===== src/hw/rtl/arpbt_pkg.sv =====
// Shared constants and types for the ARP binding table.
// No dependencies; imported by every module of the block.
`timescale 1ns / 1ps

package arpbt_pkg;

  localparam int ENTRIES = 16;
  localparam int IDX_W   = (ENTRIES > 1) ? $clog2(ENTRIES) : 1;
  localparam int CNT_W   = 5;
  localparam int SLOT_W  = 4;
  localparam int MAC_W   = 48;
  localparam int IP_W    = 32;

  // operation codes
  localparam logic [1:0] FUNC_ADD    = 2'd0;
  localparam logic [1:0] FUNC_FIND   = 2'd1;
  localparam logic [1:0] FUNC_REMOVE = 2'd2;

  // result status codes
  localparam logic [1:0] ST_OK        = 2'd0;
  localparam logic [1:0] ST_FULL      = 2'd1;
  localparam logic [1:0] ST_NOT_FOUND = 2'd2;
  localparam logic [1:0] ST_EMPTY     = 2'd3;

  typedef struct packed {
    logic [MAC_W-1:0] mac;
    logic [IP_W-1:0]  ipv4;
  } entry_t;

  typedef struct packed {
    logic             found;
    logic [IDX_W-1:0] idx;
  } free_t;

endpackage


===== src/hw/rtl/arpbt_free_enc.sv =====
// Lowest-free-slot priority encoder over the slot valid bits.
// Depends on arpbt_pkg.
`timescale 1ns / 1ps

module arpbt_free_enc (
  input  logic [arpbt_pkg::ENTRIES-1:0] valid_i,
  output arpbt_pkg::free_t              free_o
);
  import arpbt_pkg::*;

  always_comb begin
    free_o = '0;
    // walk from the top so the lowest free slot wins
    for (int i = ENTRIES - 1; i >= 0; i--) begin
      if (!valid_i[i]) begin
        free_o.found = 1'b1;
        free_o.idx   = IDX_W'(i);
      end
    end
  end

endmodule


===== src/hw/rtl/arp_binding_table_unit.sv =====
// Top level of the ARP binding table: command decode, valid bits, entry memory
// and the sequential find scan. Depends on arpbt_pkg and arpbt_free_enc.
`timescale 1ns / 1ps

// Usage
//   Input: present func, mac_addr, ipv4_addr and slot on the in_ ports and
//   raise start. The transfer happens at the edge where start is high and busy
//   is low; hold nothing after that, the block latches what it needs.
//   Output: every command gives exactly one result. out_valid is high for one
//   cycle with status, slot_index and entry_count; that cycle is the transfer.
//   The receiver cannot stall, so results are never held back.
// Command timing
//   Add, remove and the unused code: result in the cycle after the transfer,
//   and a new command may be issued in that same result cycle.
//   Find: the pair memory is scanned one slot per cycle through its single
//   registered read port, stopping at the first hit; the result is registered
//   once a slot hits or the last slot has been compared. busy is high during
//   the scan.
// Reset
//   rst_n low (synchronous) clears all valid bits and the entry count. The
//   address memory is not cleared: a slot only counts in a find once its
//   valid bit is set; no clearing pass, commands are taken right after reset.

module arp_binding_table_unit (
  input  logic                           clk,
  input  logic                           rst_n,
  input  logic                           start,
  output logic                           busy,
  input  logic [1:0]                     in_func,
  input  logic [arpbt_pkg::MAC_W-1:0]    in_mac_addr,
  input  logic [arpbt_pkg::IP_W-1:0]     in_ipv4_addr,
  input  logic [arpbt_pkg::SLOT_W-1:0]   in_slot,
  output logic                           out_valid,
  output logic [1:0]                     out_status,
  output logic [arpbt_pkg::SLOT_W-1:0]   out_slot_index,
  output logic [arpbt_pkg::CNT_W-1:0]    out_entry_count
);
  import arpbt_pkg::*;

  localparam logic S_IDLE = 1'b0;
  localparam logic S_SCAN = 1'b1;

  // control state
  logic                 state_r, state_nxt;
  logic [ENTRIES-1:0]   valid_r, valid_nxt;
  logic [CNT_W-1:0]     count_r, count_nxt;
  logic [IDX_W-1:0]     scan_idx_r, scan_idx_nxt;
  logic                 out_valid_r, out_valid_nxt;

  // payload registers
  logic [1:0]           status_r, status_nxt;
  logic [SLOT_W-1:0]    index_r, index_nxt;
  entry_t               key_r, key_nxt;

  // entry memory: one write port, one registered read port
  entry_t               mem [ENTRIES];
  entry_t               rd_data_r;
  logic [IDX_W-1:0]     rd_addr;
  logic                 wr_en;
  logic [IDX_W-1:0]     wr_addr;
  entry_t               wr_data;

  free_t                free;
  logic                 accept;
  logic [IDX_W-1:0]     rm_idx;
  logic                 rm_in_range;
  logic                 hit;

  arpbt_free_enc u_free_enc (
    .valid_i (valid_r),
    .free_o  (free)
  );

  assign accept      = start && (state_r == S_IDLE);
  assign rm_idx      = IDX_W'(in_slot);
  assign rm_in_range = (int'(in_slot) < ENTRIES);
  assign hit         = valid_r[scan_idx_r] && (rd_data_r == key_r);

  // Read slot 0 on the accept edge, then one slot ahead of the compare.
  assign rd_addr = (state_r == S_SCAN) ? scan_idx_r + IDX_W'(1) : '0;

  always_comb begin
    state_nxt     = state_r;
    valid_nxt     = valid_r;
    count_nxt     = count_r;
    scan_idx_nxt  = scan_idx_r;
    out_valid_nxt = 1'b0;
    status_nxt    = status_r;
    index_nxt     = index_r;
    key_nxt       = key_r;
    wr_en         = 1'b0;
    wr_addr       = free.idx;
    wr_data       = '{mac: in_mac_addr, ipv4: in_ipv4_addr};

    unique case (state_r)
      S_IDLE: begin
        if (accept) begin
          unique case (in_func)
            FUNC_ADD: begin
              out_valid_nxt = 1'b1;
              if (free.found) begin
                // write the pair straight into the lowest free slot
                wr_en                = 1'b1;
                valid_nxt[free.idx]  = 1'b1;
                count_nxt            = count_r + CNT_W'(1);
                status_nxt           = ST_OK;
                index_nxt            = SLOT_W'(free.idx);
              end else begin
                status_nxt = ST_FULL;
                index_nxt  = '0;
              end
            end
            FUNC_FIND: begin
              // latch the key and start the scan at slot 0
              key_nxt      = '{mac: in_mac_addr, ipv4: in_ipv4_addr};
              scan_idx_nxt = '0;
              state_nxt    = S_SCAN;
            end
            FUNC_REMOVE: begin
              out_valid_nxt = 1'b1;
              if (rm_in_range && valid_r[rm_idx]) begin
                valid_nxt[rm_idx] = 1'b0;
                count_nxt         = count_r - CNT_W'(1);
                status_nxt        = ST_OK;
                index_nxt         = in_slot;
              end else begin
                status_nxt = ST_EMPTY;
                index_nxt  = '0;
              end
            end
            default: begin
              // unused code: report the count, change nothing
              out_valid_nxt = 1'b1;
              status_nxt    = ST_OK;
              index_nxt     = '0;
            end
          endcase
        end
      end
      S_SCAN: begin
        if (hit) begin
          out_valid_nxt = 1'b1;
          status_nxt    = ST_OK;
          index_nxt     = SLOT_W'(scan_idx_r);
          state_nxt     = S_IDLE;
        end else if (int'(scan_idx_r) == ENTRIES - 1) begin
          out_valid_nxt = 1'b1;
          status_nxt    = ST_NOT_FOUND;
          index_nxt     = '0;
          state_nxt     = S_IDLE;
        end else begin
          scan_idx_nxt = scan_idx_r + IDX_W'(1);
        end
      end
      default: begin
        state_nxt = S_IDLE;
      end
    endcase
  end

  always_ff @(posedge clk) begin
    if (!rst_n) begin
      state_r     <= S_IDLE;
      valid_r     <= '0;
      count_r     <= '0;
      scan_idx_r  <= '0;
      out_valid_r <= 1'b0;
    end else begin
      state_r     <= state_nxt;
      valid_r     <= valid_nxt;
      count_r     <= count_nxt;
      scan_idx_r  <= scan_idx_nxt;
      out_valid_r <= out_valid_nxt;
    end
  end

  always_ff @(posedge clk) begin
    status_r <= status_nxt;
    index_r  <= index_nxt;
    key_r    <= key_nxt;
  end

  // entry memory
  always_ff @(posedge clk) begin
    if (wr_en) begin
      mem[wr_addr] <= wr_data;
    end
    rd_data_r <= mem[rd_addr];
  end

  assign busy            = (state_r != S_IDLE);
  assign out_valid       = out_valid_r;
  assign out_status      = status_r;
  assign out_slot_index  = index_r;
  assign out_entry_count = count_r;

endmodule


===== config.mk =====
export PLATFORM = sky130hd
export DESIGN_NAME = arp_binding_table_unit
export DESIGN_NICKNAME = d
export VERILOG_FILES = /design/src/hw/rtl/arpbt_pkg.sv /design/src/hw/rtl/arpbt_free_enc.sv /design/src/hw/rtl/arp_binding_table_unit.sv
export SDC_FILE = /design/constraint.sdc
export NUM_CORES = 2
export LEC_CHECK = 0
export BUFFER_PORTS_ARGS = -buffer_cell sky130_fd_sc_hd__buf_2
export CELL_PAD_IN_SITES_DETAIL_PLACEMENT = 0
export CELL_PAD_IN_SITES_GLOBAL_PLACEMENT = 1
export CORE_MARGIN = 1.5
export CORE_UTILIZATION = 35
export CTS_CLUSTER_DIAMETER = 40
export DETAILED_ROUTE_END_ITERATION = 8
export PLACE_DENSITY_LB_ADDON = 0.1
export SLEW_MARGIN = 20
export SYNTH_ARGS = -nofsm -noshare
export SYNTH_HDL_FRONTEND = slang
export SYNTH_HIERARCHICAL = 1
export SYNTH_SLANG_ARGS = --single-unit

===== constraint.sdc =====
create_clock -name clk -period 10.2 [get_ports clk]
set_input_delay 1.02 -clock clk [delete_from_list [all_inputs] [get_ports clk]]
set_output_delay 1.02 -clock clk [all_outputs]
set_load 0.005 [all_outputs]

==> key figures <==
Worst setup path
  • Setup CP Type: register to register
  • Critical path required time: 10.66 ns
  • Setup crit end kind: register
  • Reg-to-reg startpoint: valid_r[10]$_SDFFE_PN0P_
  • Setup crit start kind: register
  • CP Launch Point: valid_r[10]$_SDFFE_PN0P_
  • CP Data Arrival Time: 4.88 ns
  • Crit Path Max Fanout: 30

Hold path
  • Worst Hold Class: register to register
  • Startpoint of the lowest-slack hold path: out_entry_count[4]$_SDFFE_PN0P_

Logic synthesis
  • Post-synthesis simple-gate area fraction: 9.00%
  • Flops & latches, synth: 1473
  • Post-synth EDFFs: 1366
  • Post-Syn Area: 0.0572 mm2
  • Avg Inst Size Synth: 14.6 um2
  • Yosys cell types: 66
  • Register area share after synthesis: 75.5%
  • Yosys Warn Count: 6
  • Compound-Gate Fraction of Synth Area: 11.6%
  • Xor and xnor area share after synthesis: 1.26%
  • Ys flop type: edfxtp_1
  • Mapped Cells: 3913
  • Post-Synth Adder-Cell Area: 0.123%
  • Syn Nets: 4007
  • Multiplexer area fraction after synthesis: 0.495%
  • Async S/R FF share, synth: 0%
  • Largest family of logic cells by synthesized area: compound AO/OA/AOI/OAI gates

STA
  • Slew @ Worst Pin: 1.11 ns
  • Tcrit/Tclk final: 43.4%
  • RSZ-0062 raised after global routing: no
  • Hold slack: 0.471 ns
  • Min Clock Period, post-route: 4.42 ns
  • Final Skew: 0.0569 ns
  • Post-Route Setup TNS: 0 ns
  • Fin. max-slew vios: 0
  • Rel. slew slack: 25.3%
  • Final hold vios: 0
  • Fmax: 226 MHz
  • Final setup violation count: 0

Global routing
  • GRT Overall Usage: 19.7%
  • Vias in the first global route: 33930
  • Pin count of the biggest net entering global routing: 144
  • Total grt overflow: 0
  • Antenna violations before repair: 25
  • First-pass GRT wire length: 241000 um

Power and ir drop
  • Pwr Total: 15.1 mW
  • Seq pwr share: 44.2%
  • Pint: 11.8 mW
  • Sw Share: 21.6%
  • Pwr Density: 221 mW/mm2
  • Clock network power share: 53.4%
  • Leakage: 22.0 nW
  • Sw power: 3.26 mW
  • Logic pwr share: 2.4%
  • Peak supply drop: 0.000192 V

Layout
  • Fillers: 14824
  • Final Net Count: 4135
  • Layout cell share with drive strength beyond 1: 14.2%
  • Synthesis-to-finish area growth: 19.3%

Route
  • Total vias in the final route: 33517
  • Post-route ant nets: 0
  • Routed WL: 165000 um
  • Iter 0 DRT Violations: 2283
  • DRC: 0
  • Pre-antenna DRT Iters: 5
  • WL/cell: 25.6 um
  • Avg Vias per Cell: 5.22

Clock network
  • Clock Path Buffers: 3
  • Post-CTS Setup Bufs: 0
  • Resized Gates After CTS: 0
  • Clk sinks: 1473
  • CTS H-tree lvls: 4
  • TritonCTS buffer count: 229
  • CTS tree: done
  • Clk Tree Root Cell: clkbuf_16
  • Clock Latency Late Sink: 0.86 ns
  • Hold-fix buffers, CTS: 0
  • Clock-pin slew on the worst setup and hold paths: 0.05 ns

Floorplanning
  • Core area: 0.162 mm2
  • # IOs: 102
  • Initial Utilization: 35.2%
  • Die W: 407 um
  • Die Height: 407 um
  • Die Footprint: 0.166 mm2
  • # rows: 148

Placement
  • Placer Congestion: 0.725
  • Port buffer count: 101
  • Hpwl dp: 83100 um

Flow run
  • Number of max-cap violations: 0

Status
  • Status: complete, no violations
==> power by group through the flow <==
| stage | clock, mW | combinational (mW) | sequential, mW |
|---|---|---|---|
| after global placement | 0 | 0.378 | 6.79 |
| after detailed placement | 0 | 0.378 | 6.79 |
| after global routing | 8.47 | 0.405 | 6.67 |
| final | 8.05 | 0.369 | 6.67 |
| after floorplan | 0 | 0.166 | 6.79 |
| after CTS | 8.20 | 0.379 | 6.67 |
==> layer usage <==
| layer | wire length [um] | global-route usage, % | share of wire (%) |
|---|---|---|---|
| met5 | 103 | 0 | 0.063 |
| met4 | 3270 | 5.17 | 2.0 |
| met3 | 7320 | 3.81 | 4.4 |
| met2 | 77000 | 31.3 | 47 |
| met1 | 76900 | 27.6 | 47 |
==> kinds of logic after synthesis <==
family	Yosys count
buf+inv	293
xor+xnor	82
mux	16
flops	1473
compound gates	940
fa+ha+maj	5
simple gates	1104
==> through the flow <==
| step | setup slack, ns | utilization, % | std cells | area [um2] |
|---|---|---|---|---|
| 3_3_place_gp | 5.35 | 37.0 | 5985 | 60100 |
| 4_1_cts | 5.72 | 42.0 | 6424 | 68200 |
| 5_1_grt | 5.47 | 42.0 | 6425 | 68200 |
| 3_5_place_dp | 5.36 | 37.0 | 5985 | 60100 |
| 6_report | 5.78 | 42.0 | 6426 | 68200 |
| 2_1_floorplan | 2.11 | - | 3913 | 57200 |
==> flip-flops by register name, indices dropped and copies added (netlist names) <==
signal	count
out_entry_count	5
valid_r	16
scan_idx_r	4
out_slot_index	4
key_r	80
out_status	2
mem	1280
busy	1
rd_data_r	80
out_valid	1
==> layout by cell type, fill, tap and decap left out, types with 12 or more instances in the layout <==
cell type   instances
nand2_1           664
clkbuf_16         231
clkbuf_8           14
edfxtp_1         1366
clkinvlp_4         30
inv_6              17
buf_2             101
and2_1            320
clkinv_1           17
nand4_1            23
a31oi_1           161
nor2_4             12
clkinv_2           36
bufinv_16          31
a21oi_1           167
a211oi_1          401
xnor2_1            75
dfxtp_1           106
a311oi_1          160
clkbuf_1           32
nor2_1             22
o21ai_0            14
clkinv_4           21
inv_1              13
nand3_1            13
buf_4              65
==> cell type report <==
cell class	instances	area (um2)	area share (%)
inverter	16	72.6	0.106
tap	2175	2720	3.99
sequential	1473	43200	63.3
multi-input combinational	2147	13000	19.0
antenna	2	5.00	0.00734
timing repair buffer	174	1150	1.69
clock buffer	277	6090	8.93
clock inverter	162	2010	2.95
==> critical path, cell delays in order (launching register included) <==
cell,delay (ns)
dfxtp_1,0.42
nand2_1,0.13
nor2_1,0.12
a21oi_1,0.07
nor2_1,0.71
nand2b_1,0.49
nor2_4,0.87
buf_4,0.63
buf_4,0.59
==> Yosys cell counts, types with 5 or more instances <==
library cell,n,area (um2)
clkbuf_1,260,976
nor2_1,34,128
and2_1,320,2000
o21ai_0,14,70.1
dfxtp_1,107,2140
a211oi_1,401,3010
edfxtp_1,1366,41000
a21oi_1,167,836
xnor2_1,75,657
nand2b_1,9,56.3
nand4_1,23,144
buf_1,6,22.5
nor3_1,13,65.1
o31ai_1,6,45.0
nor4_1,7,43.8
nand3_1,13,65.1
nand2_1,668,2510
o311ai_0,5,43.8
a311oi_1,160,1400
xor2_1,7,61.3
a31oi_1,161,1010
mux2i_1,5,50.1
inv_1,14,52.6
==> final timing paths <==
path / end / depth (start not counted) / slack (ns)
worst min register to register: out_entry_count[4]$_SDFFE_PN0P_ / 2 / 0.47
worst max register to register: mem[5][45]$_DFFE_PP_ / 8 / 5.78
worst max-delay path: mem[5][45]$_DFFE_PP_ / 8 / 5.78
worst min-delay path: out_entry_count[4]$_SDFFE_PN0P_ / 2 / 0.47
No activity file was read; power rests on OpenSTA's default activity.
